<file path="src/rtl/cau_pkg.sv">
// Shared types, constants and a helper function of the complex arithmetic unit.
package cau_pkg;

   localparam int WORD_BITS     = 32;
   localparam int FRAC_BITS     = 16;
   localparam int PROD_BITS     = 2 * WORD_BITS;
   localparam int SUM_BITS      = PROD_BITS + 1;
   localparam int DIV_BITS      = 3 * WORD_BITS;
   localparam int ROOT_REM_BITS = WORD_BITS + 2;

   typedef enum logic [2:0] {
      OP_ADD  = 3'd0,
      OP_SUB  = 3'd1,
      OP_MUL  = 3'd2,
      OP_DIV  = 3'd3,
      OP_EQ   = 3'd4,
      OP_NE   = 3'd5,
      OP_MOD  = 3'd6,
      OP_NONE = 3'd7
   } opcode_type;

   typedef enum logic [1:0] {
      ST_OK       = 2'd0,
      ST_DIV_ZERO = 2'd1,
      ST_SAT      = 2'd2
   } status_type;

   typedef struct packed {
      opcode_type                   opcode;
      logic signed [WORD_BITS-1:0]  a_re;
      logic signed [WORD_BITS-1:0]  a_im;
      logic signed [WORD_BITS-1:0]  b_re;
      logic signed [WORD_BITS-1:0]  b_im;
   } req_type;

   typedef struct packed {
      logic signed [WORD_BITS-1:0]  res_re;
      logic signed [WORD_BITS-1:0]  res_im;
      logic                         compare_flag;
      status_type                   status;
   } rsp_type;

   // Products of the first multiply stage.
   typedef struct packed {
      opcode_type                   opcode;
      logic signed [PROD_BITS-1:0]  p_rr;
      logic signed [PROD_BITS-1:0]  p_ii;
      logic signed [PROD_BITS-1:0]  p_ir;
      logic signed [PROD_BITS-1:0]  p_ri;
      logic signed [PROD_BITS-1:0]  p_sq0;
      logic signed [PROD_BITS-1:0]  p_sq1;
      rsp_type                      early;
   } prod_type;

   // Sums of products.
   typedef struct packed {
      opcode_type                   opcode;
      logic signed [SUM_BITS-1:0]   num_re;
      logic signed [SUM_BITS-1:0]   num_im;
      logic [PROD_BITS-1:0]         sq;
      rsp_type                      early;
   } sum_type;

   // State carried through the divide and square root steps.
   typedef struct packed {
      opcode_type                   opcode;
      rsp_type                      early;
      logic [PROD_BITS-1:0]         den;
      logic                         neg_re;
      logic                         neg_im;
      logic                         over_re;
      logic                         over_im;
      logic [DIV_BITS-1:0]          rem_re;
      logic [DIV_BITS-1:0]          rem_im;
      logic [WORD_BITS-1:0]         q_re;
      logic [WORD_BITS-1:0]         q_im;
      logic [PROD_BITS-1:0]         root_src;
      logic [ROOT_REM_BITS-1:0]     root_rem;
      logic [WORD_BITS-1:0]         root;
   } lane_type;

   // Clamps a sign and magnitude to the word range; the top bit flags a clamp.
   function automatic logic [WORD_BITS:0] saturate(input logic neg,
                                                    input logic [SUM_BITS-1:0] mag);
      logic [SUM_BITS-1:0]  lim;
      logic [WORD_BITS-1:0] m;
      logic                 over;
      lim = SUM_BITS'(1) << (WORD_BITS - 1);
      if (!neg) begin
         lim = lim - SUM_BITS'(1);
      end
      over = (mag > lim);
      m = over ? lim[WORD_BITS-1:0] : mag[WORD_BITS-1:0];
      saturate = {over, (neg ? (-m) : m)};
   endfunction

endpackage

</file>
<file path="src/rtl/cau_final.sv">
// Rounds quotients and the root, saturates, and registers the result.
module cau_final (
   input  logic               clock,
   input  logic               reset,
   input  logic               in_valid,
   input  cau_pkg::lane_type  in_lane,
   output logic               rsp_strobe,
   output cau_pkg::rsp_type   rsp_data
);

   localparam int W  = cau_pkg::WORD_BITS;
   localparam int PB = cau_pkg::PROD_BITS;
   localparam int SB = cau_pkg::SUM_BITS;

   logic                 rsp_strobe_ff;
   cau_pkg::rsp_type     rsp_ff, rsp_in;

   logic [W:0]           qr_re, qr_im, root_r;
   logic [W:0]           sat_re, sat_im, sat_root;
   logic [SB-1:0]        mag_re, mag_im;

   always_comb begin
      qr_re  = {1'b0, in_lane.q_re} +
               (W+1)'({in_lane.rem_re[PB-1:0], 1'b0} >= SB'(in_lane.den));
      qr_im  = {1'b0, in_lane.q_im} +
               (W+1)'({in_lane.rem_im[PB-1:0], 1'b0} >= SB'(in_lane.den));
      mag_re = in_lane.over_re ? '1 : SB'(qr_re);
      mag_im = in_lane.over_im ? '1 : SB'(qr_im);
      sat_re = cau_pkg::saturate(in_lane.neg_re, mag_re);
      sat_im = cau_pkg::saturate(in_lane.neg_im, mag_im);

      root_r   = {1'b0, in_lane.root} +
                 (W+1)'(in_lane.root_rem > cau_pkg::ROOT_REM_BITS'(in_lane.root));
      sat_root = cau_pkg::saturate(1'b0, SB'(root_r));

      rsp_in = in_lane.early;
      if (in_lane.opcode == cau_pkg::OP_DIV) begin
         rsp_in = '0;
         if (in_lane.den == '0) begin
            rsp_in.status = cau_pkg::ST_DIV_ZERO;
         end else begin
            rsp_in.res_re = sat_re[W-1:0];
            rsp_in.res_im = sat_im[W-1:0];
            rsp_in.status = (sat_re[W] || sat_im[W]) ? cau_pkg::ST_SAT : cau_pkg::ST_OK;
         end
      end else if (in_lane.opcode == cau_pkg::OP_MOD) begin
         rsp_in        = '0;
         rsp_in.res_re = sat_root[W-1:0];
         rsp_in.status = sat_root[W] ? cau_pkg::ST_SAT : cau_pkg::ST_OK;
      end
   end

   always_ff @(posedge clock) begin
      if (reset) begin
         rsp_strobe_ff <= 1'b0;
      end else begin
         rsp_strobe_ff <= in_valid;
      end
   end

   always_ff @(posedge clock) begin
      rsp_ff <= rsp_in;
   end

   assign rsp_strobe = rsp_strobe_ff;
   assign rsp_data   = rsp_ff;

   // A divide by zero magnitude leaves both parts at zero.
   assert property (@(posedge clock) disable iff (reset)
      rsp_strobe_ff && (rsp_ff.status == cau_pkg::ST_DIV_ZERO) |->
         (rsp_ff.res_re == '0) && (rsp_ff.res_im == '0) && !rsp_ff.compare_flag)
      else $error("divide by zero result not cleared");

   // A saturated result has at least one part at an end of the word range.
   assert property (@(posedge clock) disable iff (reset)
      rsp_strobe_ff && (rsp_ff.status == cau_pkg::ST_SAT) |->
         (rsp_ff.res_re == {1'b0, {(W-1){1'b1}}}) || (rsp_ff.res_re == {1'b1, {(W-1){1'b0}}}) ||
         (rsp_ff.res_im == {1'b0, {(W-1){1'b1}}}) || (rsp_ff.res_im == {1'b1, {(W-1){1'b0}}}))
      else $error("saturation flagged without a clamped part");

   // The modulus is never negative and has no imaginary part.
   assert property (@(posedge clock) disable iff (reset)
      in_valid && (in_lane.opcode == cau_pkg::OP_MOD) |=>
         !rsp_ff.res_re[W-1] && (rsp_ff.res_im == '0) && !rsp_ff.compare_flag)
      else $error("modulus result malformed");

   // Compares give zero parts and an ok status.
   assert property (@(posedge clock) disable iff (reset)
      in_valid && ((in_lane.opcode == cau_pkg::OP_EQ) || (in_lane.opcode == cau_pkg::OP_NE)) |=>
         (rsp_ff.res_re == '0) && (rsp_ff.res_im == '0) && (rsp_ff.status == cau_pkg::ST_OK))
      else $error("compare result malformed");

endmodule

</file>
<file path="config.mk">
export PLATFORM = sky130hd
export DESIGN_NAME = cau_final
export DESIGN_NICKNAME = d
export VERILOG_FILES = /design/src/rtl/cau_pkg.sv /design/src/rtl/cau_final.sv
export SDC_FILE = /design/constraint.sdc
export NUM_CORES = 1
export LEC_CHECK = 0
export ABC_CLOCK_PERIOD_IN_PS = 11100
export CORE_AREA = 2 2 230 232
export DETAILED_ROUTE_END_ITERATION = 8
export DIE_AREA = 0 0 232 234
export DONT_BUFFER_PORTS = 1
export PLACE_DENSITY = 0.44
export SETUP_SLACK_MARGIN = 0.2
export SLEW_MARGIN = 0
export SYNTH_ARGS = -nofsm -noshare
export SYNTH_HDL_FRONTEND = slang
export SYNTH_SLANG_ARGS = --single-unit
export TNS_END_PERCENT = 1
</file>
<file path="constraint.sdc">
create_clock -name clock -period 11.1 [get_ports clock]
set_clock_uncertainty 0.1 [all_clocks]
set_input_delay 0.555 -clock clock [delete_from_list [all_inputs] [get_ports clock]]
set_output_delay 0.555 -clock clock [all_outputs]
set_load 0.005 [all_outputs]
</file>
# ---- Yosys cells after proc, flatten, opt, wreduce, memory -nomap -nowiden
# Cells that the tools add are included.
dict set report classes {
  n_reduce_logical 3
  eq_ne 2
  n_addsub 5
  mux 15
  n_lt_le_gt_ge 6
}
# op n
set ops {}
lappend ops {{$mux 32} 7}
lappend ops {{$mux 67} 2}
lappend ops {{$ge 65x64->1} 2}
lappend ops {{$gt 65x65->1} 2}
lappend ops {{$mux 65} 2}
lappend ops {{$add 32x1->33} 3}
lappend ops {{$logic_not 64->1} 1}
lappend ops {{$mux 64} 1}
lappend ops {{$neg 32->32} 2}
lappend ops {{$gt 34x32->1} 1}
lappend ops {{$gt 33x31->1 const B} 1}
lappend ops {{$mux 2} 3}
lappend ops {{$eq 3x2->1 const B} 1}
lappend ops {{$eq 3x3->1 const B} 1}
lappend ops {{$reduce_or 2->1} 1}
lappend ops {{$logic_or 1x1->1} 1}
dict set report totals {
  ff_bits 68
}

# ---- Logic depth before layout (Yosys ltp)
dict set report depth {
  word_depth 9
  mapped_depth 42
}

# ---- Worst setup path after synthesis
# Ideal clock, no wire load.
dict set report synth_path {
  path_kind {input-to-reg}
  start {in in_lane[392] (netlist name)}
  end {reg rsp_ff (netlist bit rsp_data[65])}
  path_buffers 4
  arrival_time_ns 7.805
  t_required_ns 10.913
  cell_stages 38
  path_slack_ns 3.108
  cell_sequence {inv_1 -> ha_1 -> a21o_1 -> a21o_1 -> a21oi_1 -> nor2b_1 -> o21ai_0 -> nand2b_1 -> a2111oi_0 -> o21ai_0 -> a31oi_1 -> o211ai_1 -> ha_1 -> ha_1 -> and3_1 -> clkbuf_1 -> nand4_1 -> or3_1 -> (+2 left out) -> ha_1 -> and2_1 -> a221o_1 -> a221o_1 -> nor4_1 -> a22o_1 -> clkbuf_1 -> clkbuf_1 -> clkbuf_1 -> nand2_1 -> nand2_1 -> ha_1 -> nand3_1 -> a211o_1 -> or3_1 -> or4_1 -> o311a_1 -> o31ai_1}
}
# item line_no
set synth_rtl {}
lappend synth_rtl {{start: declaration} cau_final.sv:6} ;# input cau_pkg::lane_type in_lane,
lappend synth_rtl {{end signal: assignment} cau_final.sv:62} ;# rsp_ff <= rsp_in;
lappend synth_rtl {{end: declaration} cau_final.sv:16} ;# cau_pkg::rsp_type rsp_ff, rsp_in;

==> metrics.md <==
| Metric | Value |
|---|---|
| Status | completed |
| Leakage | 5.58 nW |
| Min-Delay Endpoint | rsp_strobe |
| Peak Freq | 109 MHz |
| CTS Buffer Depth | 2 |
| Synth Net Count | 2,550 |
| CTS tree | done |
| Share of layout cells above drive strength 1 | 3.52% |
| Post-Syn Area per Cell | 7.14 um2 |
| Initial antenna violation count | 6 |
| Minimum clock period | 9210 ps |
| Core area | 0.0520 mm2 |
| Critical Path Fanout Max | 7 |
| CP Data Required Time | 11,270 ps |
| Synthesized instance count | 1,791 |
| Period utilisation layout | 83.0% |
| Post-synth EDFFs | 0 |
| Min-Delay Path Class | input pin to flop |
| Pwr/cell area | 71.8 mW/mm2 |
| Origin of the worst min-delay path | reset |
| Via Count | 13,500 |
| Number of distinct library cells after synthesis | 77 |
| Slowest cell delay on critical path | 880 ps |
| Ys Warns | 0 |
| Most frequent cells in the layout | ha_1, inv_1, a21oi_1, nand2_1, o21ai_0 |
| Max stage delay cell, worst path | a2111oi_1 |
| Largest net degree at the start of global routing | 85 |
| Clock Pin Slew Worst Setup and Hold Paths | 70 ps |
| VDD IR max | 0.0000659 V |
| GPL Wtd Cong | 0.931 |
| Die area | 0.0543 mm2 |
| Layout area overhead | 7.19% |
| Sequential area share after synthesis | 10.7% |
| Chip height | 234 um |
| CP endpoint kind | flop |
| Slew HR | 29.7% |
| Final setup vio count | 0 |
| Ys flop type | dfxtp_1 |
| Post-CTS sizing | 0 |
| Final hold vios | 0 |
| Slew @ Worst Pin | 1050 ps |
| Ys async rst share | 0% |
| Commonest non-fill, non-tap cell in the layout | ha_1 |
| Nature of the critical path startpoint | input pin |
| Critical path type | input pin to flop |
| Slew Limit Fails | 0 |
| Fillcell total | 5,784 |
| Max_cap viols | 0 |
| Post-route ant nets | 0 |
| PortBufs | 0 |
| Overflow after GRT | 0 |
| Total power | 0.000984 W |
| Synth Cell Area | 0.0128 mm2 |
| CP most frequent cell | ha_1 |
| Htree depth | 3 |
| Routed vias/inst | 5.59 |
| CTS Sinks | 68 |
| Setup bufs post-CTS | 0 |
| Post-route DRC | 0 |
| CTS root buf | clkbuf_16 |
| Starting Density | 24.6% |
| Unrepaired setup endpoints after global routing | false |
| Synth Register Bits | 68 |
| Vias in the first global route | 13,000 |
| Starting DRC count in detailed routing | 866 |
| Number of placement rows | 84 |
| Clock buffers created by TritonCTS | 9 |
| DR pass1 iterations | 5 |
| Critical Path AT | 9380 ps |
| Sum Neg Setup Slack | 0 ps |
| First-pass GRT wire length | 82.2 mm |
| Cts hold-fix bufs | 0 |
| Pre-CTS WS | 1540 ps |
| NumNets Final | 2,487 |
| Post-DP HPWL | 48.3 mm |
| PnR worst setup slack | 1890 ps |
| Drt total wl | 57.1 mm |
| Total track usage | 20.0% |
| Die width | 232 um |
| Top Ports | 595 |
| WHS Path Cells | 1 |
| DR WL/cell | 23.6 um |
## cells in the mapped netlist (all sizes together), types with 7 or more instances
| library cell | instances | area share (%) |
|---|---|---|
| ha | 232 | 23 |
| inv | 150 | 4.4 |
| a21oi | 139 | 5.4 |
| nand2 | 134 | 3.9 |
| o21ai | 125 | 4.9 |
| nor2 | 102 | 3.0 |
| nand4 | 92 | 4.6 |
| nand3 | 70 | 2.7 |
| dfxtp | 68 | 11 |
| clkbuf | 66 | 1.9 |
| nor3 | 59 | 2.3 |
| a21o | 58 | 3.4 |
| xnor2 | 55 | 3.8 |
| nor4 | 47 | 2.3 |
| nor2b | 33 | 1.6 |
| o221ai | 33 | 2.3 |
| and3 | 24 | 1.2 |
| or3 | 23 | 1.2 |
| and2 | 20 | 0.99 |
| and4 | 20 | 1.4 |
| buf | 20 | 0.81 |
| o31ai | 16 | 0.94 |
| xor2 | 16 | 1.1 |
| mux2i | 13 | 1.0 |
| o211ai | 12 | 0.70 |
| nand2b | 11 | 0.54 |
| o21a | 10 | 0.59 |
| or4 | 10 | 0.59 |
| a211oi | 9 | 0.57 |
| a31oi | 8 | 0.39 |
| or2 | 8 | 0.39 |
| a2111oi | 7 | 0.58 |
| a22o | 7 | 0.48 |
| mux2 | 7 | 0.62 |
## worst max-delay path by stage
| stage | start | to | slack, ps | cells past startpoint |
|---|---|---|---|---|
| global placement | in_lane[424] | rsp_data[65] | 1690 | 31 |
| floorplan | in_lane[392] | rsp_data[65] | 3110 | 38 |
| global route | in_lane[424] | rsp_data[65] | 1270 | 32 |
| finish | in_lane[424] | rsp_data[65] | 1890 | 31 |
| CTS | in_lane[424] | rsp_data[65] | 1900 | 31 |
| detailed placement | in_lane[424] | rsp_data[65] | 1540 | 31 |
## power breakdown
part / leakage [nW] / total [W] / switching [W] / internal (W)
clock: 0.150 / 0.000308 / 0.000133 / 0.000175
combinational: 4.86 / 0.000389 / 0.000233 / 0.000156
sequential: 0.573 / 0.000287 / 0.0000188 / 0.000268
total: 5.58 / 0.000984 / 0.000385 / 0.000600
## critical path, delay by kind of cell
kind / cells / cell delay, ps
compound gates: 14 / 4190
simple gates: 11 / 2910
fa+ha+maj: 5 / 1660
buf+inv: 1 / 40
## cells by family after synthesis
family          synth area share [%]
compound gates                  24.7
flops                           10.7
xor+xnor                        4.87
simple gates                    28.3
fa+ha+maj                       22.7
buf+inv                         7.16
mux                             1.63
## metrics by stage
| stage | cells | area (um2) | hold slack, ps | utilization, % |
|---|---|---|---|---|
| detailed placement | 2405 | 13400 | 529 | 25.7 |
| global route | 2423 | 13700 | 152 | 26.3 |
| global placement | 2405 | 13400 | 527 | 25.7 |
| CTS | 2421 | 13700 | 146 | 26.3 |
| floorplan | 1791 | 12800 | 527 | - |
| finish | 2423 | 13700 | 166 | 26.3 |
## layer usage
layer / global-route usage [%] / up-vias / part of all wire, %
met4: 4.41 / 6 / 1.8
li1: - / 6607 / -
met1: 24.1 / 6358 / 41
met2: 35.7 / 507 / 50
met5: 0 / - / 0.065
met3: 4.86 / 62 / 7.1
## flip-flops by register name, indices dropped and copies added, names as in the netlist
register    cells
rsp_data       67
rsp_strobe      1
## layout make-up
| class | instances | area, um2 | area share (%) |
|---|---|---|---|
| Antenna cell | 2 | 5.00 | 0.0365 |
| Clock buffer | 9 | 225 | 1.64 |
| Clock inverter | 7 | 75.1 | 0.548 |
| Inverter | 150 | 563 | 4.11 |
| Multi-Input combinational cell | 1487 | 10500 | 76.8 |
| Sequential cell | 68 | 1360 | 9.94 |
| Tap cell | 688 | 861 | 6.28 |
| Timing Repair Buffer | 12 | 90.1 | 0.658 |
Power figures use the tool's default switching activity.
