File: src/rtl/cau_pkg.sv
// Shared types, constants and a helper function of the complex arithmetic unit.
package cau_pkg;

   localparam int WORD_BITS     = 32;
   localparam int FRAC_BITS     = 16;
   localparam int PROD_BITS     = 2 * WORD_BITS;
   localparam int SUM_BITS      = PROD_BITS + 1;
   localparam int DIV_BITS      = 3 * WORD_BITS;
   localparam int ROOT_REM_BITS = WORD_BITS + 2;

   typedef enum logic [2:0] {
      OP_ADD  = 3'd0,
      OP_SUB  = 3'd1,
      OP_MUL  = 3'd2,
      OP_DIV  = 3'd3,
      OP_EQ   = 3'd4,
      OP_NE   = 3'd5,
      OP_MOD  = 3'd6,
      OP_NONE = 3'd7
   } opcode_type;

   typedef enum logic [1:0] {
      ST_OK       = 2'd0,
      ST_DIV_ZERO = 2'd1,
      ST_SAT      = 2'd2
   } status_type;

   typedef struct packed {
      opcode_type                   opcode;
      logic signed [WORD_BITS-1:0]  a_re;
      logic signed [WORD_BITS-1:0]  a_im;
      logic signed [WORD_BITS-1:0]  b_re;
      logic signed [WORD_BITS-1:0]  b_im;
   } req_type;

   typedef struct packed {
      logic signed [WORD_BITS-1:0]  res_re;
      logic signed [WORD_BITS-1:0]  res_im;
      logic                         compare_flag;
      status_type                   status;
   } rsp_type;

   // Products of the first multiply stage.
   typedef struct packed {
      opcode_type                   opcode;
      logic signed [PROD_BITS-1:0]  p_rr;
      logic signed [PROD_BITS-1:0]  p_ii;
      logic signed [PROD_BITS-1:0]  p_ir;
      logic signed [PROD_BITS-1:0]  p_ri;
      logic signed [PROD_BITS-1:0]  p_sq0;
      logic signed [PROD_BITS-1:0]  p_sq1;
      rsp_type                      early;
   } prod_type;

   // Sums of products.
   typedef struct packed {
      opcode_type                   opcode;
      logic signed [SUM_BITS-1:0]   num_re;
      logic signed [SUM_BITS-1:0]   num_im;
      logic [PROD_BITS-1:0]         sq;
      rsp_type                      early;
   } sum_type;

   // State carried through the divide and square root steps.
   typedef struct packed {
      opcode_type                   opcode;
      rsp_type                      early;
      logic [PROD_BITS-1:0]         den;
      logic                         neg_re;
      logic                         neg_im;
      logic                         over_re;
      logic                         over_im;
      logic [DIV_BITS-1:0]          rem_re;
      logic [DIV_BITS-1:0]          rem_im;
      logic [WORD_BITS-1:0]         q_re;
      logic [WORD_BITS-1:0]         q_im;
      logic [PROD_BITS-1:0]         root_src;
      logic [ROOT_REM_BITS-1:0]     root_rem;
      logic [WORD_BITS-1:0]         root;
   } lane_type;

   // Clamps a sign and magnitude to the word range; the top bit flags a clamp.
   function automatic logic [WORD_BITS:0] saturate(input logic neg,
                                                    input logic [SUM_BITS-1:0] mag);
      logic [SUM_BITS-1:0]  lim;
      logic [WORD_BITS-1:0] m;
      logic                 over;
      lim = SUM_BITS'(1) << (WORD_BITS - 1);
      if (!neg) begin
         lim = lim - SUM_BITS'(1);
      end
      over = (mag > lim);
      m = over ? lim[WORD_BITS-1:0] : mag[WORD_BITS-1:0];
      saturate = {over, (neg ? (-m) : m)};
   endfunction

endpackage

File: src/rtl/cau_step.sv
// One quotient bit of both restoring dividers and one root bit of the square root.
module cau_step #(
   parameter int STEP = cau_pkg::WORD_BITS - 1
) (
   input  logic               clock,
   input  logic               reset,
   input  logic               in_valid,
   input  cau_pkg::lane_type  in_lane,
   output logic               out_valid,
   output cau_pkg::lane_type  out_lane
);

   localparam int W  = cau_pkg::WORD_BITS;
   localparam int DB = cau_pkg::DIV_BITS;
   localparam int RB = cau_pkg::ROOT_REM_BITS;

   logic                 valid_ff;
   cau_pkg::lane_type    lane_ff, lane_in;

   logic [DB-1:0]        trial;
   logic [RB+1:0]        cur, root_trial;
   logic                 bit_re, bit_im, bit_root;

   always_comb begin
      lane_in = in_lane;
      trial   = DB'(in_lane.den) << STEP;

      bit_re = (in_lane.rem_re >= trial);
      bit_im = (in_lane.rem_im >= trial);
      if (bit_re) begin
         lane_in.rem_re = in_lane.rem_re - trial;
      end
      if (bit_im) begin
         lane_in.rem_im = in_lane.rem_im - trial;
      end
      lane_in.q_re = {in_lane.q_re[W-2:0], bit_re};
      lane_in.q_im = {in_lane.q_im[W-2:0], bit_im};

      // Bring down the next two radicand bits and try 4 * root + 1.
      cur        = {in_lane.root_rem, in_lane.root_src[cau_pkg::PROD_BITS-1 -: 2]};
      root_trial = {2'b00, in_lane.root, 2'b01};
      bit_root   = (cur >= root_trial);
      lane_in.root_rem = bit_root ? RB'(cur - root_trial) : RB'(cur);
      lane_in.root     = {in_lane.root[W-2:0], bit_root};
      lane_in.root_src = in_lane.root_src << 2;
   end

   always_ff @(posedge clock) begin
      if (reset) begin
         valid_ff <= 1'b0;
      end else begin
         valid_ff <= in_valid;
      end
   end

   always_ff @(posedge clock) begin
      lane_ff <= lane_in;
   end

   assign out_valid = valid_ff;
   assign out_lane  = lane_ff;

endmodule

File: config.mk
export PLATFORM = sky130hd
export DESIGN_NAME = cau_step
export DESIGN_NICKNAME = d
export VERILOG_FILES = /design/src/rtl/cau_pkg.sv /design/src/rtl/cau_step.sv
export SDC_FILE = /design/constraint.sdc
export NUM_CORES = 1
export LEC_CHECK = 0
export BUFFER_PORTS_ARGS = -buffer_cell sky130_fd_sc_hd__buf_4
export CELL_PAD_IN_SITES_DETAIL_PLACEMENT = 0
export CELL_PAD_IN_SITES_GLOBAL_PLACEMENT = 1
export CORE_AREA = 2 2 411 413
export CTS_CLUSTER_DIAMETER = 200
export DETAILED_ROUTE_END_ITERATION = 8
export DIE_AREA = 0 0 413 415
export PLACE_DENSITY = 0.44
export SLEW_MARGIN = 20
export SYNTH_ARGS = -nofsm -noshare
export SYNTH_HDL_FRONTEND = slang
export SYNTH_SLANG_ARGS = --single-unit
export TNS_END_PERCENT = 100
File: constraint.sdc
create_clock -name clock -period 4.3 [get_ports clock]
set_input_delay 1.075 -clock clock [delete_from_list [all_inputs] [get_ports clock]]
set_output_delay 1.075 -clock clock [all_outputs]
set_load 0.01 [all_outputs]
# Word level (Yosys, flattened, before mapping)
# Cells that the tools add are included.
totals:
  reg_bits: 523
  input_bits: 527
op_classes:
  n_addsub: 3
  order_cmp: 3
  mux: 3
ops:
  columns: ["operator", "n"]
  rows:
  - [">= comparator 96 x 95 -> 1 bit", 2]
  - ["2-to-1 mux 96 bit", 2]
  - ["subtractor 96 x 95 -> 96 bit", 2]
  - [">= comparator 36 x 34 -> 1 bit", 1]
  - ["2-to-1 mux 34 bit", 1]
  - ["subtractor 34 bit", 1]

# Logic depth before layout (Yosys ltp)
# Gate-level depths: netlist (run 1).
logic_depth:
  ltp_word: 2
  mapped_depth: 14
  ltp_nobuf: 13

# Least setup slack after synthesis (run 1)
# OpenSTA, ideal clock, no wires.
synth_timing:
  kind: "in2reg"
  startpoint: "input port in_lane[0] (netlist name)"
  endpoint: "register lane_ff (netlist bit out_lane[59])"
  arrival_ns: 3.671
  setup_slack_ns: 0.508
  stages: 13
  n_path_buf: 1
  path_cell_list: "inv_1 ha_1 nor2b_1 o21a_1 or2_1 a21oi_1 nand2_1 a211oi_2 o221ai_1 a21o_1 o21ai_4 buf_4 mux2_2"
synth_lines:
  columns: ["item", "line", "rtl"]
  rows:
  - ["start, declared", "cau_step.sv:8", "input cau_pkg::lane_type in_lane,"]
  - ["end signal, assigned", "cau_step.sv:57", "lane_ff <= lane_in;"]
  - ["end, declared", "cau_step.sv:18", "cau_pkg::lane_type lane_ff, lane_in;"]

==> out/qor.yml, run 1 <==
outcome: "finished clean"
syn_area_mm2: 0.02208
slew-limit-headroom_pct: 56.87
post-route-period-util_pct: 94.19
grt_use_total_pct: 18.77
tightest_slew_ns: 0.6470
grt_pass1_vias: 24120
cts_tree: "done"
htree_levels: 3
yosys_warnings: 0
hold_start: "in_lane[92]"
drv_slew: 0
post_drt_wl_per_cell_um: 27.54
grt_setup_unrepaired: "false"
finalPower_mw: 16.44
cts_buffers: 71
postCtsSetupRepairBufs: 0
whs_path_depth: 1
vias_per_cell: 3.862
post-route-util_pct: 22.77
area_delta_synth_final_pct: 71.88
cp-end-kind: "flop"
final_area_mm2: 0.03796
place_area_mm2: 0.03539
routed_wirelength_um: 166500
period_needed_ns: 4.050
clk_pin_slew_ns: 0.06
hold_viol: 0
avgSynthCellArea_um2: 9.385
setup_ws_ns: 0.2499
cts_max_path_buffers: 3
fp.dieH_um: 415
pin_count: 1052
layout-drive-gt1-share_pct: 42.29
drt_iter0_drc: 1155
io_buffer_count: 1047
yosysTopAreaCellShare_pct: 47.41
cp.arrival_ns: 4.65
synth_seq_cells: 523
antenna_found_initial: 82
clockRootBuffer: "clkbuf_16"
grt_max_degree: 50
whs_endpoint: "out_lane[94]$_DFF_P_"
cp_max_fo: 3
coreArea_mm2: 0.1667
die_area_mm2: 0.1714
place_hpwl_um: 145800
critPathKind: "in -> reg"
ant_nets: 0
drcViolationCount: 0
postSynthCellCount: 2353
fmax_mhz: 246.9
dr.pass1.iters: 5
cts_hold_buf: 0
place_congestion: 0.9034
pre_cts_ws_ns: -0.5624
cp_data_required_time_ns: 4.90
final_cell_mix: "buf_4 (1,423), dfxtp_1 (523), a21oi_1 (241)"
synth_area_leaders: "dfxtp_1 (47%), ha_1 (9.2%), a21oi_1 (5.5%)"
initial_utilization_pct: 13.25
ir_drop_mv: 0.2721
placementRows: 150
grt_first_pass_wirelength_um: 217200
num_vias: 23360
cap_violations: 0
fp.dieW_um: 413
critPathLaunchType: "input pin"
setup_violations: 0
overflow: 0
synthDistinctLibCells: 78
async_flop_share_pct: 0
yosys.area.top_type: "dfxtp_1"
synth_edf_count: 0
power_leakage_nw: 17.83
synth_seq_area_share_pct: 47.41
layout_commonest_cell: "buf_4"
fin_setup_tns_ns: 0
hold_class: "in -> reg"
cts.sinks: 523
p_per_area_mw_per_mm2: 433.2
synth_flop_cell: "dfxtp_1"
final_nets: 4469
==> synthesized netlist by cell type (all sizes together), types with 11 or more instances <==
cell type and instances:
a211oi 17, a21o 76, a21oi 241, a31oi 23, and3 17, and4 11
buf 19, clkbuf 63, dfxtp 523, ha 162, inv 156, mux2 46
nand2 188, nand2b 18, nand3 26, nand4 45, nor2 152, nor2b 22
nor3 32, nor4 23, o211ai 16, o21a 15, o21ai 161, o21bai 38
xnor2 93, xor2 53
==> cells by family after synthesis <==
logic type                 share of synthesized area (%)
DFF                                                47.41
other                                            0.01698
AOI/OAI and AO/OA                                  18.42
xor gates and xnor gates                           5.791
and+or+nand+nor                                    12.28
buffers and inverters                              4.238
adders and majority gates                          9.360
muxes                                              2.482
==> sequential cells by signal (all words and copies together) (netlist names) <==
name and cells:
out_lane 522, out_valid 1
==> power by group <==
part	leakage, nW	internal, mW	total (mW)	switching, mW
Clock	1.24	3.82	6.52	2.69
Sequential	4.41	5.37	5.55	0.181
Combinational	12.2	2.07	4.37	2.31
==> through the flow <==
step                hold slack (ns)  cells
CTS                          0.3740   6037
floorplan                     1.103   2354
global placement              1.180   5909
detailed placement            1.180   5909
global route                 0.4143   6044
finish                       0.4565   6047
==> worst max-delay path by stage <==
stage,startpoint,to,slack [ns],cells past startpoint
global placement,in_lane[391],out_lane[324]$_DFF_P_,-0.53,17
CTS,in_lane[391],out_lane[366]$_DFF_P_,0.21,18
finish,in_lane[321],out_lane[385]$_DFF_P_,0.25,16
detailed placement,in_lane[391],out_lane[324]$_DFF_P_,-0.56,17
global route,in_lane[225],out_lane[287]$_DFF_P_,0.04,15
floorplan,in_lane[0],out_lane[59]$_DFF_P_,0.51,13
==> area by class of cell <==
type,instances,area [um^2]
well taps,2204,2758
multi-input cells,1593,10700
clock inverters,36,540.5
clock buffers,92,1996
diodes,10,25.02
fillers,18420,128700
inverters,156,585.6
repair buffers,1433,10880
flip-flops and latches,523,10470
==> layer usage <==
layer  track usage [%]  vias to the layer above  share of wire [%]
met5                 0                        -               0.19
met4             7.827                       50                4.3
met3             5.172                      270                6.7
met2             34.30                      816                 51
met1             20.06                    11090                 38
li1                  -                    11130                  -
==> worst max-delay path, cell delays in order <==
cell and delay, ns:
buf_4 0.12, inv_1 0.05, ha_1 0.18, fa_1 0.20, nand2b_1 0.16, a21oi_1 0.13
o21ai_0 0.53, a211oi_1 0.24, buf_4 0.22, o21ai_1 0.29, a31oi_1 0.14, buf_4 0.16
a21o_1 0.22, a311o_1 0.44, a2111oi_4 0.32, xor2_1 0.16
==> timing repair <==
item | in CTS | in global routing
hold endpoints to repair | 0 | 0
gates resized for setup | 0 | 2
endpoints found under the setup margin | 0 | 3
Power figures use the tool's default switching activity.
==> run 2, diff against run 1 <==
ABC_AREA = 1   (was unset)
CORE_AREA = 2 2 408 410   (was 2 2 411 413)
DIE_AREA = 0 0 410 412   (was 0 0 413 415)
PLACE_DENSITY = 0.51   (was 0.44)
==> run 2 against run 1 <==
Clock power fell by 5.1%. Cell area rose by 6.7%. Worst setup slack gained 0.90 ns. Final cell count up 26%. Routed wire length is 18% higher. Sequential power hardly changed. Sequential share of layout area decreased by 1.7 points. Area after synthesis rose by 25%. Global-route usage increased by 3.7 points. Synthesized cell count is 81% higher. Die area shrank 1.4%. Largest cell class is now multi-input gates.
==> out/qor.yml, run 2 <==
period_needed_ns: 3.148  # -0.9022 ns
cts_tree: "done"
area_delta_synth_final_pct: 47.03
fmax_mhz: 317.7  # +29%
ant_nets: 0  # unchanged
cts_hold_buf: 0  # unchanged
cp-end-kind: "flop"
cpMaxStageDelayCell: "ha_1"
place_congestion: 0.9351  # +3.5%
coreArea_mm2: 0.1642  # -1.4%
ir_drop_mv: 0.3925  # +44%
cpPeakStageDelay_ns: 0.37  # -0.16 ns
cts_max_path_buffers: 3  # unchanged
grt_max_degree: 65  # +30%
postSynthCellCount: 4268  # +81%
synth_seq_area_share_pct: 38.00  # -9.4 points
post-route-util_pct: 24.66  # +1.9 points
fp.dieW_um: 410  # -0.73%
place_hpwl_um: 173300  # +19%
grt_use_total_pct: 22.46  # +3.7 points
clockRootBuffer: "clkbuf_16"
cap_violations: 0  # unchanged
final_cell_mix: "nand2_1 (1,766), buf_4 (1,069), inv_1 (813)"
setup_ws_ns: 1.152  # +0.9022 ns
p_per_area_mw_per_mm2: 401.1  # -7.4%
tightest_slew_ns: 0.5324  # -0.1146 ns
async_flop_share_pct: 0  # unchanged
layout_commonest_cell: "nand2_1"
pin_count: 1052  # unchanged
synth_area_leaders: "dfxtp_1 (38%), nand2_1 (24%), inv_1 (11%)"
postCtsResizedCells: 0  # unchanged
hold_class: "in -> reg"
busiest_layer: "met2"
synthDistinctLibCells: 40  # -49%
use_met1_pct: 25.29  # +5.2 points
grt_util_met3_pct: 6.221  # +1.0 points
synth_commonest_cells: "nand2_1 (1,766), inv_1 (813), dfxtp_1 (523)"
post_drt_wl_per_cell_um: 25.72  # -6.6%
postCtsSetupRepairBufs: 0  # unchanged
grt_setup_unrepaired: "false"
routed_wirelength_um: 196000  # +18%
die_area_mm2: 0.1689  # -1.4%
yosysMostFrequentCell: "nand2_1"
synth_edf_count: 0  # unchanged
drv_slew: 0  # unchanged
vias_per_cell: 3.964  # +2.6%
initial_utilization_pct: 16.77  # +3.5 points
drcViolationCount: 0  # unchanged
path_buf_inv: 4  # unchanged
syn_area_mm2: 0.02755  # +25%
crit_path_cell_trace: "buf_4 -> inv_1 -> ha_1 -> nand2_1 -> inv_2 -> a21oi_1 -> a21boi_1 -> nor2_1 -> nor3_4 -> nand2_2 -> buf_12 -> nand2_1 -> nand2_1"
cts_buffers: 71  # unchanged
grt_pass1_vias: 29320  # +22%
overflow: 0  # unchanged
fill_cells: 18710  # +1.6%
yosys.area.top_type: "dfxtp_1"
clk_pin_slew_ns: 0.06  # about the same
largest_reg_flops: 522  # unchanged
layout-drive-gt1-share_pct: 22.68  # -20 points
cts.sinks: 523  # unchanged
dr.pass1.iters: 7  # +2
htree_levels: 3  # unchanged
yosysTopAreaCellShare_pct: 38.00  # -9.4 points
outcome: "finished clean"
slew-limit-headroom_pct: 64.51  # +7.6 points
cp_num_cells: 13  # -3
synth_flop_cell: "dfxtp_1"
yosys_warnings: 0  # unchanged
num_vias: 30200  # +29%
fp.dieH_um: 412  # -0.72%
post-route-period-util_pct: 73.21  # -21 points
grt_first_pass_wirelength_um: 256300  # +18%
avgSynthCellArea_um2: 6.455  # -31%
io_buffer_count: 1047  # unchanged
critPathKind: "in -> reg"
critPathLaunchType: "input pin"
power_leakage_nw: 22.83  # +28%
synth_seq_cells: 523  # unchanged
cp_max_fo: 38  # +35
cp_data_required_time_ns: 4.89  # about the same
whs_path_depth: 1  # unchanged
drt_iter0_drc: 1819  # +57%
hold_viol: 0  # unchanged
grt_use_met2_pct: 39.61  # +5.3 points
setup_violations: 0  # unchanged
final_nets: 6057  # +36%
path_common_cell: "nand2_1"
placementRows: 149  # -0.67%
fin_setup_tns_ns: 0  # unchanged
antenna_found_initial: 61  # -26%
crit_family: "simple AND/OR/NAND/NOR gates"
cp.arrival_ns: 3.73  # -0.92 ns
pre_cts_ws_ns: 0.3802  # +0.9426 ns
run 2: changes by cell type in the layout (fill, tap and decap cells not counted), sizes merged, moves of 123 or more:
| cell | previous run | this run |
|---|---|---|
| nand2 | 188 | 1777 |
| nor2 | 152 | 284 |
| nand3 | 26 | 273 |
| inv | 162 | 824 |
| buf | 1433 | 1076 |
| o21ai | 161 | 38 |
run 2: area by class of cell:
class                   count  area [um^2]  area share [%]
clock buffers              97         2006           4.951
well taps                2189         2739           6.761
flip-flops and latches    523        10470           25.85
repair buffers           1076         8165           20.16
inverters                 820         3078           7.598
multi-input cells        2874        13640           33.68
diodes                     12        30.03         0.07413
clock inverters            29        377.9          0.9328
run 2: cells by family after synthesis:
logic type                 after synthesis  share of synthesized area [%]
DFF                                    523                          38.00
xor gates and xnor gates                85                          2.702
and+or+nand+nor                       2431                          35.61
other                                    1                        0.01361
adders and majority gates              164                          7.503
AOI/OAI and AO/OA                      192                          3.629
buffers and inverters                  872                          12.53
run 2: layer usage:
metal / up-vias / part of all wire, %
met5: - / 0.11
met4: 32 / 4.9
met1: 13790 / 39
met2: 1059 / 49
met3: 255 / 7.0
li1: 15060 / -
run 2: where the power goes:
part / switching [mW] / leakage [nW] / internal (mW)
clock: 2.64 / 1.15 / 3.55
combinational: 2.84 / 17.3 / 1.68
sequential: 0.193 / 4.41 / 5.35
total: 5.67 / 22.8 / 10.6
run 2: path summary, 6_finish.rpt:
check	start	slack (ns)	endpoint
worst max-delay path	in_lane[446]	1.15	out_lane[368]$_DFF_P_
worst min-delay path	in_lane[472]	0.46	out_lane[472]$_DFF_P_
run 2: stage by stage:
stage | hold slack, ns | total power, mW | cells | instance area [um^2]
finish | 0.4645 | 16.25 | 7620 | 40510
floorplan | 1.103 | 7.620 | 4269 | 27550
CTS | 0.3734 | 16.58 | 7608 | 40480
global route | 0.3951 | 17.11 | 7610 | 40480
detailed placement | 1.181 | 10.22 | 7482 | 38090
global placement | 1.180 | 10.23 | 7482 | 38090
