File: src/rtl/cau_pkg.sv
// Shared types, constants and a helper function of the complex arithmetic unit.
package cau_pkg;

   localparam int WORD_BITS     = 32;
   localparam int FRAC_BITS     = 16;
   localparam int PROD_BITS     = 2 * WORD_BITS;
   localparam int SUM_BITS      = PROD_BITS + 1;
   localparam int DIV_BITS      = 3 * WORD_BITS;
   localparam int ROOT_REM_BITS = WORD_BITS + 2;

   typedef enum logic [2:0] {
      OP_ADD  = 3'd0,
      OP_SUB  = 3'd1,
      OP_MUL  = 3'd2,
      OP_DIV  = 3'd3,
      OP_EQ   = 3'd4,
      OP_NE   = 3'd5,
      OP_MOD  = 3'd6,
      OP_NONE = 3'd7
   } opcode_type;

   typedef enum logic [1:0] {
      ST_OK       = 2'd0,
      ST_DIV_ZERO = 2'd1,
      ST_SAT      = 2'd2
   } status_type;

   typedef struct packed {
      opcode_type                   opcode;
      logic signed [WORD_BITS-1:0]  a_re;
      logic signed [WORD_BITS-1:0]  a_im;
      logic signed [WORD_BITS-1:0]  b_re;
      logic signed [WORD_BITS-1:0]  b_im;
   } req_type;

   typedef struct packed {
      logic signed [WORD_BITS-1:0]  res_re;
      logic signed [WORD_BITS-1:0]  res_im;
      logic                         compare_flag;
      status_type                   status;
   } rsp_type;

   // Products of the first multiply stage.
   typedef struct packed {
      opcode_type                   opcode;
      logic signed [PROD_BITS-1:0]  p_rr;
      logic signed [PROD_BITS-1:0]  p_ii;
      logic signed [PROD_BITS-1:0]  p_ir;
      logic signed [PROD_BITS-1:0]  p_ri;
      logic signed [PROD_BITS-1:0]  p_sq0;
      logic signed [PROD_BITS-1:0]  p_sq1;
      rsp_type                      early;
   } prod_type;

   // Sums of products.
   typedef struct packed {
      opcode_type                   opcode;
      logic signed [SUM_BITS-1:0]   num_re;
      logic signed [SUM_BITS-1:0]   num_im;
      logic [PROD_BITS-1:0]         sq;
      rsp_type                      early;
   } sum_type;

   // State carried through the divide and square root steps.
   typedef struct packed {
      opcode_type                   opcode;
      rsp_type                      early;
      logic [PROD_BITS-1:0]         den;
      logic                         neg_re;
      logic                         neg_im;
      logic                         over_re;
      logic                         over_im;
      logic [DIV_BITS-1:0]          rem_re;
      logic [DIV_BITS-1:0]          rem_im;
      logic [WORD_BITS-1:0]         q_re;
      logic [WORD_BITS-1:0]         q_im;
      logic [PROD_BITS-1:0]         root_src;
      logic [ROOT_REM_BITS-1:0]     root_rem;
      logic [WORD_BITS-1:0]         root;
   } lane_type;

   // Clamps a sign and magnitude to the word range; the top bit flags a clamp.
   function automatic logic [WORD_BITS:0] saturate(input logic neg,
                                                    input logic [SUM_BITS-1:0] mag);
      logic [SUM_BITS-1:0]  lim;
      logic [WORD_BITS-1:0] m;
      logic                 over;
      lim = SUM_BITS'(1) << (WORD_BITS - 1);
      if (!neg) begin
         lim = lim - SUM_BITS'(1);
      end
      over = (mag > lim);
      m = over ? lim[WORD_BITS-1:0] : mag[WORD_BITS-1:0];
      saturate = {over, (neg ? (-m) : m)};
   endfunction

endpackage

File: src/rtl/cau_setup.sv
// Rounds products and prepares dividend, divisor and radicand for the step chain.
module cau_setup (
   input  logic               clock,
   input  logic               reset,
   input  logic               in_valid,
   input  cau_pkg::sum_type   in_sum,
   output logic               out_valid,
   output cau_pkg::lane_type  out_lane
);

   localparam int W  = cau_pkg::WORD_BITS;
   localparam int F  = cau_pkg::FRAC_BITS;
   localparam int SB = cau_pkg::SUM_BITS;

   logic                 valid_ff;
   cau_pkg::lane_type    lane_ff, lane_in;

   logic [SB-1:0]        mag_re, mag_im, rnd_re, rnd_im;
   logic [W:0]           sat_re, sat_im;
   logic [cau_pkg::DIV_BITS-1:0] dvd_re, dvd_im, limit;

   always_comb begin
      mag_re = in_sum.num_re[SB-1] ? (-in_sum.num_re) : in_sum.num_re;
      mag_im = in_sum.num_im[SB-1] ? (-in_sum.num_im) : in_sum.num_im;
      rnd_re = (mag_re + (SB'(1) << (F - 1))) >> F;
      rnd_im = (mag_im + (SB'(1) << (F - 1))) >> F;
      sat_re = cau_pkg::saturate(in_sum.num_re[SB-1], rnd_re);
      sat_im = cau_pkg::saturate(in_sum.num_im[SB-1], rnd_im);

      dvd_re = cau_pkg::DIV_BITS'(mag_re) << F;
      dvd_im = cau_pkg::DIV_BITS'(mag_im) << F;
      // A quotient of 2^W or more saturates whatever its low bits are.
      limit  = cau_pkg::DIV_BITS'(in_sum.sq) << W;

      lane_in.opcode = in_sum.opcode;
      lane_in.early  = in_sum.early;
      if (in_sum.opcode == cau_pkg::OP_MUL) begin
         lane_in.early.res_re = sat_re[W-1:0];
         lane_in.early.res_im = sat_im[W-1:0];
         lane_in.early.status = (sat_re[W] || sat_im[W]) ? cau_pkg::ST_SAT
                                                         : cau_pkg::ST_OK;
      end
      lane_in.den      = in_sum.sq;
      lane_in.neg_re   = in_sum.num_re[SB-1];
      lane_in.neg_im   = in_sum.num_im[SB-1];
      lane_in.over_re  = (dvd_re >= limit);
      lane_in.over_im  = (dvd_im >= limit);
      lane_in.rem_re   = dvd_re;
      lane_in.rem_im   = dvd_im;
      lane_in.q_re     = '0;
      lane_in.q_im     = '0;
      lane_in.root_src = in_sum.sq;
      lane_in.root_rem = '0;
      lane_in.root     = '0;
   end

   always_ff @(posedge clock) begin
      if (reset) begin
         valid_ff <= 1'b0;
      end else begin
         valid_ff <= in_valid;
      end
   end

   always_ff @(posedge clock) begin
      lane_ff <= lane_in;
   end

   assign out_valid = valid_ff;
   assign out_lane  = lane_ff;

endmodule

File: config.mk
export PLATFORM = sky130hd
export DESIGN_NAME = cau_setup
export DESIGN_NICKNAME = d
export VERILOG_FILES = /design/src/rtl/cau_pkg.sv /design/src/rtl/cau_setup.sv
export SDC_FILE = /design/constraint.sdc
export NUM_CORES = 1
export LEC_CHECK = 0
export BUFFER_PORTS_ARGS = -buffer_cell sky130_fd_sc_hd__buf_2
export CAP_MARGIN = 25
export CORE_AREA = 2 2 304 306
export CTS_BUF_LIST = sky130_fd_sc_hd__clkbuf_4 sky130_fd_sc_hd__clkbuf_8 sky130_fd_sc_hd__clkbuf_16
export DETAILED_ROUTE_END_ITERATION = 10
export DIE_AREA = 0 0 306 308
export GPL_TIMING_DRIVEN = 0
export PLACE_DENSITY_LB_ADDON = 0.3
export SLEW_MARGIN = 10
export SYNTH_ARGS = -nofsm -noshare
export SYNTH_HDL_FRONTEND = slang
export SYNTH_SLANG_ARGS = --single-unit
File: constraint.sdc
create_clock -name clock -period 20.1 [get_ports clock]
set_input_delay 1.005 -clock clock [delete_from_list [all_inputs] [get_ports clock]]
set_output_delay 1.005 -clock clock [all_outputs]
set_load 0.01 [all_outputs]
* After elaboration in Yosys (flattened, before gate mapping)
Index checks and enable logic that the tools add are counted.
** Word-level totals
- Bits in registers :: 269
- Output and inout port bits :: 525
- Input port bits :: 267
- Logic and storage cells :: 36
** Operators by class
- Magnitude comparators :: 4
- Reductions and logical operators :: 1
- Multiplexer cells :: 11
- Equal/unequal tests :: 1
- Add/sub/neg operators :: 6
** Operators by type and width (count)
- $ge 81x96->1 :: 2
- $mux 32 :: 6
- $add 65x16->65 const B :: 2
- $mux 65 :: 2
- $neg 65->65 :: 2
- $gt 49x32->1 :: 2
- $mux 64 :: 1
- $neg 32->32 :: 2
- $mux 2 :: 2
- $eq 3x2->1 const B :: 1
- $logic_or 1x1->1 :: 1

* Logic depth before layout (Yosys ltp)
Gate-level depths: netlist of the first run.
- Depth in word-level cells :: 8
- Mapped depth :: 41
- Gate-level depth less buffers :: 35

* Worst setup path after synthesis of the first run
No wires, ideal clock.
- Path type :: input -> register
- From :: input port in_sum[260] (netlist name)
- To :: register lane_ff (netlist bit out_lane[511])
- Cell stages on the path :: 39
- Path buffers :: 13
- Arrival :: 9.501 ns
- Data required time :: 20.013 ns
- Setup slack :: 10.512 ns
- Setup time :: 0.087 ns
- Path through :: clkbuf_1 clkbuf_1 buf_1 buf_1 clkbuf_1 clkbuf_1 clkbuf_1 clkbuf_1 clkbuf_1 o21ai_0 xnor2_1 ha_1 o21ai_1 a2111o_1 nor4_2 nand2_2 nor3_1 xnor2_1 [3 not listed] a21oi_1 o211ai_1 or3_1 a221oi_1 nor2_1 a311o_1 nor4_2 nand4_1 buf_2 buf_6 nand2_1 o21ai_0 ha_1 clkbuf_1 nand2_1 clkbuf_1 o32ai_1 o31ai_1
** RTL lines
- start, declared :: line cau_setup.sv:6 : input cau_pkg::sum_type in_sum,
- end signal, assigned :: line cau_setup.sv:66 : lane_ff <= lane_in;
- end, declared :: line cau_setup.sv:16 : cau_pkg::lane_type lane_ff, lane_in;

==> results of run 1 <==
final timing paths:
kind | start | endpoint | cells past startpoint
max | in_sum[260] | out_lane[505]$_DFF_P_ | 40
min | in_sum[97] | out_lane[96]$_DFF_P_ | 1
area by class of cell:
| type | count | area, um2 | area share [%] |
|---|---|---|---|
| multi-input cells | 2106 | 14150 | 50.22 |
| flip-flops and latches | 269 | 5385 | 19.10 |
| repair buffers | 593 | 2993 | 10.62 |
| plain buffers | 359 | 2377 | 8.434 |
| well taps | 1186 | 1484 | 5.264 |
| clock buffers | 44 | 997.2 | 3.538 |
| inverters | 153 | 574.3 | 2.037 |
| clock inverters | 15 | 195.2 | 0.6924 |
| diodes | 11 | 27.53 | 0.09765 |
state kept, by name (all words and copies together) (netlist names):
signal,flops
out_lane,268
out_valid,1
cells by family after synthesis:
family | share of synthesized area, %
mux | 0.7421
flops | 24.76
fa+ha+maj | 9.723
other cells | 0.01724
xor+xnor | 6.564
compound gates | 19.06
buf+inv | 13.57
simple gates | 25.56
through the flow:
step                cells  hold slack (ps)
floorplan            2887             1033
detailed placement   4665             1109
global route         4728            537.2
CTS                  4724            525.1
global placement     4656             1107
finish               4736            569.7
synth_stat cells (7+ instances only):
cell	count
and2_1	22
nor3_2	8
nor3_1	65
o31a_1	9
o2111ai_1	8
nand2b_1	37
nor3b_1	12
xnor2_1	112
o22ai_1	10
a31oi_1	20
nor4_2	9
o21ai_1	18
or2_2	25
and4_1	15
nor2b_1	43
a21o_1	35
o31ai_1	83
nand4_1	87
nor4_4	7
nand2_1	203
a32oi_1	7
nand4b_1	7
nand3b_1	7
a211oi_1	18
clkbuf_1	67
or4_1	35
ha_1	169
nor2_1	147
a21oi_1	125
mux2i_1	15
inv_1	153
buf_2	24
o41ai_1	35
or3_1	40
o21a_1	27
a311oi_1	7
dfxtp_1	269
o211ai_1	12
and3_1	15
nor4b_1	7
buf_4	258
o21ai_0	97
xor2_1	51
nand3_1	81
nor4_1	62
power breakdown:
group          internal, uW  switching (uW)
clock network           403             265
registers               578            14.4
logic                   202             352
metal layers:
| layer | up-vias | track usage, % |
|---|---|---|
| met1 | 10810 | 25.22 |
| met5 | - | 0 |
| met2 | 1109 | 41.46 |
| met4 | 34 | 6.026 |
| met3 | 192 | 4.961 |
| li1 | 11070 | - |
==> flow_metrics.py, run 1 <==
metrics = {
    "outcome": {
        "status": "complete, no violations",
    },
    "synth": {
        "synthFlopType": "dfxtp_1",
        "ys_types": 106,
        "yosysTopAreaCell": "dfxtp_1",
        "syn_area_per_cell_um2": 8.067,
        "synth-seq-cells": 269,
        "synth_edf_count": 0,
        "synth.cell_area_um2": 21750,
        "synthTopCellsByArea": "dfxtp_1 (25%), ha_1 (9.7%), buf_4 (8.9%), xnor2_1 (4.5%), nand2_1 (3.5%)",
        "ys_warn_count": 0,
        "postSynthCellCount": 2696,
        "async_flop_share_pct": 0,
        "ys_seq_area_share_pct": 24.76,
        "netlist.area_leader.share_pct": 24.76,
    },
    "clocking": {
        "cts_tree": "built",
        "ctsHtreeMaxLevel": 2,
        "clock_sinks": 269,
        "numCtsBuffers": 35,
        "clk_pin_slew_ps": 60,
        "ctsHoldBuffers": 0,
        "cts_resized": 0,
        "post-cts-setup-buffers": 0,
        "clockBufferDepth": 3,
        "cts_root_buffer": "clkbuf_16",
    },
    "grt": {
        "antenna_found_initial": 40,
        "grt_max_degree": 35,
        "grt_pass1_wl_um": 153900,
        "track_usage_pct": 22.22,
        "overflow": 0,
        "grt_pass1_vias": 22170,
    },
    "timing": {
        "setup_violations": 0,
        "fin_setup_tns_ps": 0,
        "hold_violations": 0,
        "min_period_ps": 14340,
        "slew_headroom_pct": 22.29,
        "tightest_slew_ps": 1157,
        "finalCritPeriodShare_pct": 71.34,
        "drv_slew": 0,
        "rsz0062_at_grt": "no",
        "setup_slack_ps": 5760,
        "fmax_mhz": 69.73,
    },
    "run": {
        "maxCapViolCount": 0,
    },
    "critical_path": {
        "crit_buf_inv": 15,
        "cpPeakStageDelay_ps": 670,
        "slowest_stage": "nor4_2",
        "end_kind": "flip-flop",
        "worstPathRequired_ps": 20510,
        "cp_max_fo": 32,
        "cpLargestDelayFamily": "buffers and inverters",
        "crit_path_frequent_cell": "clkbuf_1",
        "start_kind": "input port",
        "criticalPathCategory": "input port to flip-flop",
        "arrival_ps": 14750,
    },
    "layout": {
        "fillers": 9884,
        "syn2layout_area_growth_pct": 29.61,
        "final_area_um2": 28190,
        "final_common_cell": "buf_2",
        "final_util_pct": 30.99,
        "drive_gt1_share_pct": 29.47,
        "layout_common_cells": "buf_2 (607), dfxtp_1 (269), buf_4 (268)",
        "fin_nets": 3953,
    },
    "floorplan": {
        "die-area_um2": 94250,
        "die_x_um": 306,
        "io_pins": 792,
        "core_area_um2": 90970,
        "chipHeight_um": 308,
        "row_count": 111,
        "start_util_pct": 23.91,
    },
    "placed_design": {
        "pre_cts_slack_ps": 5394,
        "place_area_um2": 26950,
        "place_hpwl_um": 93130,
        "gp_congestion": 0.9642,
        "portBuffers": 583,
    },
    "detailed_routing": {
        "wl_met1_um": 41770,
        "highest_layer": "met5",
        "drt_wl_total_um": 109300,
        "route.met3.wl_um": 8417,
        "ant_nets": 0,
        "viasPerCell": 4.902,
        "drtIter0Drc": 1544,
        "routedWlPerCell_um": 23.08,
        "wl_met2_um": 55900,
        "drcViolationCount": 0,
        "dr.pass1.iters": 6,
        "vias": 23220,
    },
    "power_and_ir_drop": {
        "p_leak_uw": 0.01273,
        "p_per_area_nw_per_um2": 64.35,
        "vdd_drop_max_mv": 0.04415,
        "power_uw": 1814,
    },
    "worst_hold_path": {
        "min_path_type": "input port to flip-flop",
    },
}
Power figures use the tool's default switching activity.
==> run 2: changes to the inputs <==
--- a/config.mk
+++ b/config.mk
@@ -7,10 +7,10 @@
 export LEC_CHECK = 0
 export BUFFER_PORTS_ARGS = -buffer_cell sky130_fd_sc_hd__buf_2
 export CAP_MARGIN = 25
-export CORE_AREA = 2 2 304 306
+export CORE_AREA = 2 2 307 309
 export CTS_BUF_LIST = sky130_fd_sc_hd__clkbuf_4 sky130_fd_sc_hd__clkbuf_8 sky130_fd_sc_hd__clkbuf_16
 export DETAILED_ROUTE_END_ITERATION = 10
-export DIE_AREA = 0 0 306 308
+export DIE_AREA = 0 0 309 311
 export GPL_TIMING_DRIVEN = 0
 export PLACE_DENSITY_LB_ADDON = 0.3
 export SLEW_MARGIN = 10
==> constraint.sdc (replaced) <==
create_clock -name clock -period 14.9 [get_ports clock]
set_input_delay 0.745 -clock clock [delete_from_list [all_inputs] [get_ports clock]]
set_output_delay 0.745 -clock clock [all_outputs]
set_load 0.01 [all_outputs]
==> run 2 against run 1 <==
First-iteration DRC count increased by 1.5%; routed wire length grew 2.2%; sequential share of layout area decreased by 0.11 points; worst setup slack worse by 4800 ps; critical endpoint is now out_lane[491]$_DFF_P_; largest power group unchanged.
==> flow_metrics.py, run 2 (synthesis results as in run 1) <==
metrics = {
    "layout": {
        "drive_gt1_share_pct": 29.66,
        "final_common_cell": "buf_2",
        "fin_nets": 3955,
        "syn2layout_area_growth_pct": 30.39,
        "fillers": 10260,
        "final_area_um2": 28360,
        "layout_common_cells": "buf_2 (609), dfxtp_1 (269), buf_4 (265)",
        "largest_reg_flops": 268,
    },
    "placed_design": {
        "gp_congestion": 0.9559,
        "pre_cts_slack_ps": 317.8,
        "place_area_um2": 27030,
        "place_hpwl_um": 95210,
        "portBuffers": 583,
    },
    "clocking": {
        "ctsHoldBuffers": 0,
        "clock_sinks": 269,
        "cts_tree": "built",
        "ctsHtreeMaxLevel": 2,
        "numCtsBuffers": 37,
        "cts_root_buffer": "clkbuf_16",
        "clockBufferDepth": 3,
        "clk_pin_slew_ps": 70,
    },
    "critical_path": {
        "start_kind": "input port",
        "slowest_stage": "nor4_2",
        "end_kind": "flip-flop",
        "arrival_ps": 14430,
        "criticalPathCategory": "input port to flip-flop",
        "cpPeakStageDelay_ps": 670,
        "worstPathRequired_ps": 15340,
        "crit_path_frequent_cell": "clkbuf_1",
        "cp_max_fo": 32,
    },
    "detailed_routing": {
        "drtIter0Drc": 1567,
        "drt_wl_total_um": 111700,
        "vias": 23250,
        "drcViolationCount": 0,
        "ant_nets": 0,
        "viasPerCell": 4.835,
        "routedWlPerCell_um": 23.24,
        "dr.pass1.iters": 6,
    },
    "power_and_ir_drop": {
        "pwr-share-comb_pct": 30.1,
        "vdd_drop_max_mv": 0.05856,
        "p_per_area_nw_per_um2": 88.03,
        "swShare_pct": 34.99,
        "p_seq_share_pct": 32.1,
        "intPower_uw": 1623,
        "p_leak_uw": 0.01280,
        "p_switching_uw": 873.4,
        "clkPwrFrac_pct": 37.8,
        "power_uw": 2496,
    },
    "timing": {
        "fmax_mhz": 71.49,
        "min_period_ps": 13990,
        "fin_setup_tns_ps": 0,
        "hold_violations": 0,
        "slew_headroom_pct": 25.77,
        "tightest_slew_ps": 1106,
        "finalCritPeriodShare_pct": 93.88,
        "drv_slew": 0,
        "setup_violations": 0,
        "setup_slack_ps": 911.9,
        "rsz0062_at_grt": "no",
    },
    "floorplan": {
        "core_area_um2": 92770,
        "row_count": 112,
        "chipHeight_um": 311,
        "io_pins": 792,
        "die_x_um": 309,
        "die-area_um2": 96100,
        "start_util_pct": 23.44,
    },
    "grt": {
        "overflow": 0,
        "track_usage_pct": 22.16,
        "grt_pass1_vias": 22100,
        "grt_pass1_wl_um": 155700,
        "grt_max_degree": 35,
        "antenna_found_initial": 36,
    },
    "run": {
        "maxCapViolCount": 0,
    },
    "outcome": {
        "status": "complete, no violations",
    },
    "worst_hold_path": {
        "min_path_type": "input port to flip-flop",
    },
}
run 2: cell types whose count changed in the layout (fill, tap and decap cells not counted), sizes merged:
cell      delta
clkinvlp     -3
clkbuf       +2
clkinv       +6
inv          +3
diode        -4
run 2: layout make-up:
type	instances	area [um2]	area share, %
sequential	269	5385	18.99
buffer	359	2377	8.383
timing repair buffer	593	2992	10.55
antenna	7	17.52	0.06177
clock inverter	21	239.0	0.8427
clock buffer	46	1041	3.671
multi-input combinational	2106	14160	49.94
inverter	153	574.3	2.025
tap	1254	1569	5.533
run 2: path summary, 6_finish.rpt:
check | from | to | slack, ps | cells after the start
worst max-delay path | in_sum[260] | out_lane[491]$_DFF_P_ | 910 | 39
worst min-delay path | in_sum[86] | out_lane[85]$_DFF_P_ | 290 | 1
run 2: per-layer routing:
metal  global-route usage [%]  up-vias  share of wire, %
met5                        0        -              0.22
met4                    7.271       36               3.6
met3                    4.999      210               7.7
met2                    39.98     1067                50
met1                    25.52    10850                39
li1                         -    11090                 -
run 2: worst max-delay path: cells and delay by family:
kind | cells | cell delay [ps]
adder cells (fa/ha/maj) | 3 | 940
AO/OA/AOI/OAI | 11 | 2900
AND/OR/NAND/NOR | 8 | 2600
buffers and inverters | 15 | 6370
XOR/XNOR | 2 | 780
run 2: metrics by stage:
| stage | std cells | hold slack [ps] | util [%] |
|---|---|---|---|
| floorplan | 2887 | 772.7 | - |
| global placement | 4724 | 847.8 | 29.05 |
| detailed placement | 4730 | 849.6 | 29.14 |
| CTS | 4797 | 250.3 | 30.51 |
| global route | 4804 | 261.4 | 30.56 |
| finish | 4808 | 294.8 | 30.57 |
run 2: timing repair:
| item | CTS | global route |
|---|---|---|
| setup buffers | 0 | 0 |
| setup endpoints to repair | 0 | 2 |
| hold endpoints to repair | 0 | 0 |
| resized for setup | 0 | 1 |
run 2: power by group through the flow:
stage / Sequential (uW) / Combinational [uW] / Clock [uW]
after global routing: 807 / 817 / 999
final: 801 / 751 / 944
after CTS: 802 / 751 / 977
after detailed placement: 817 / 747 / 0
after floorplan: 844 / 396 / 0
after global placement: 817 / 741 / 0
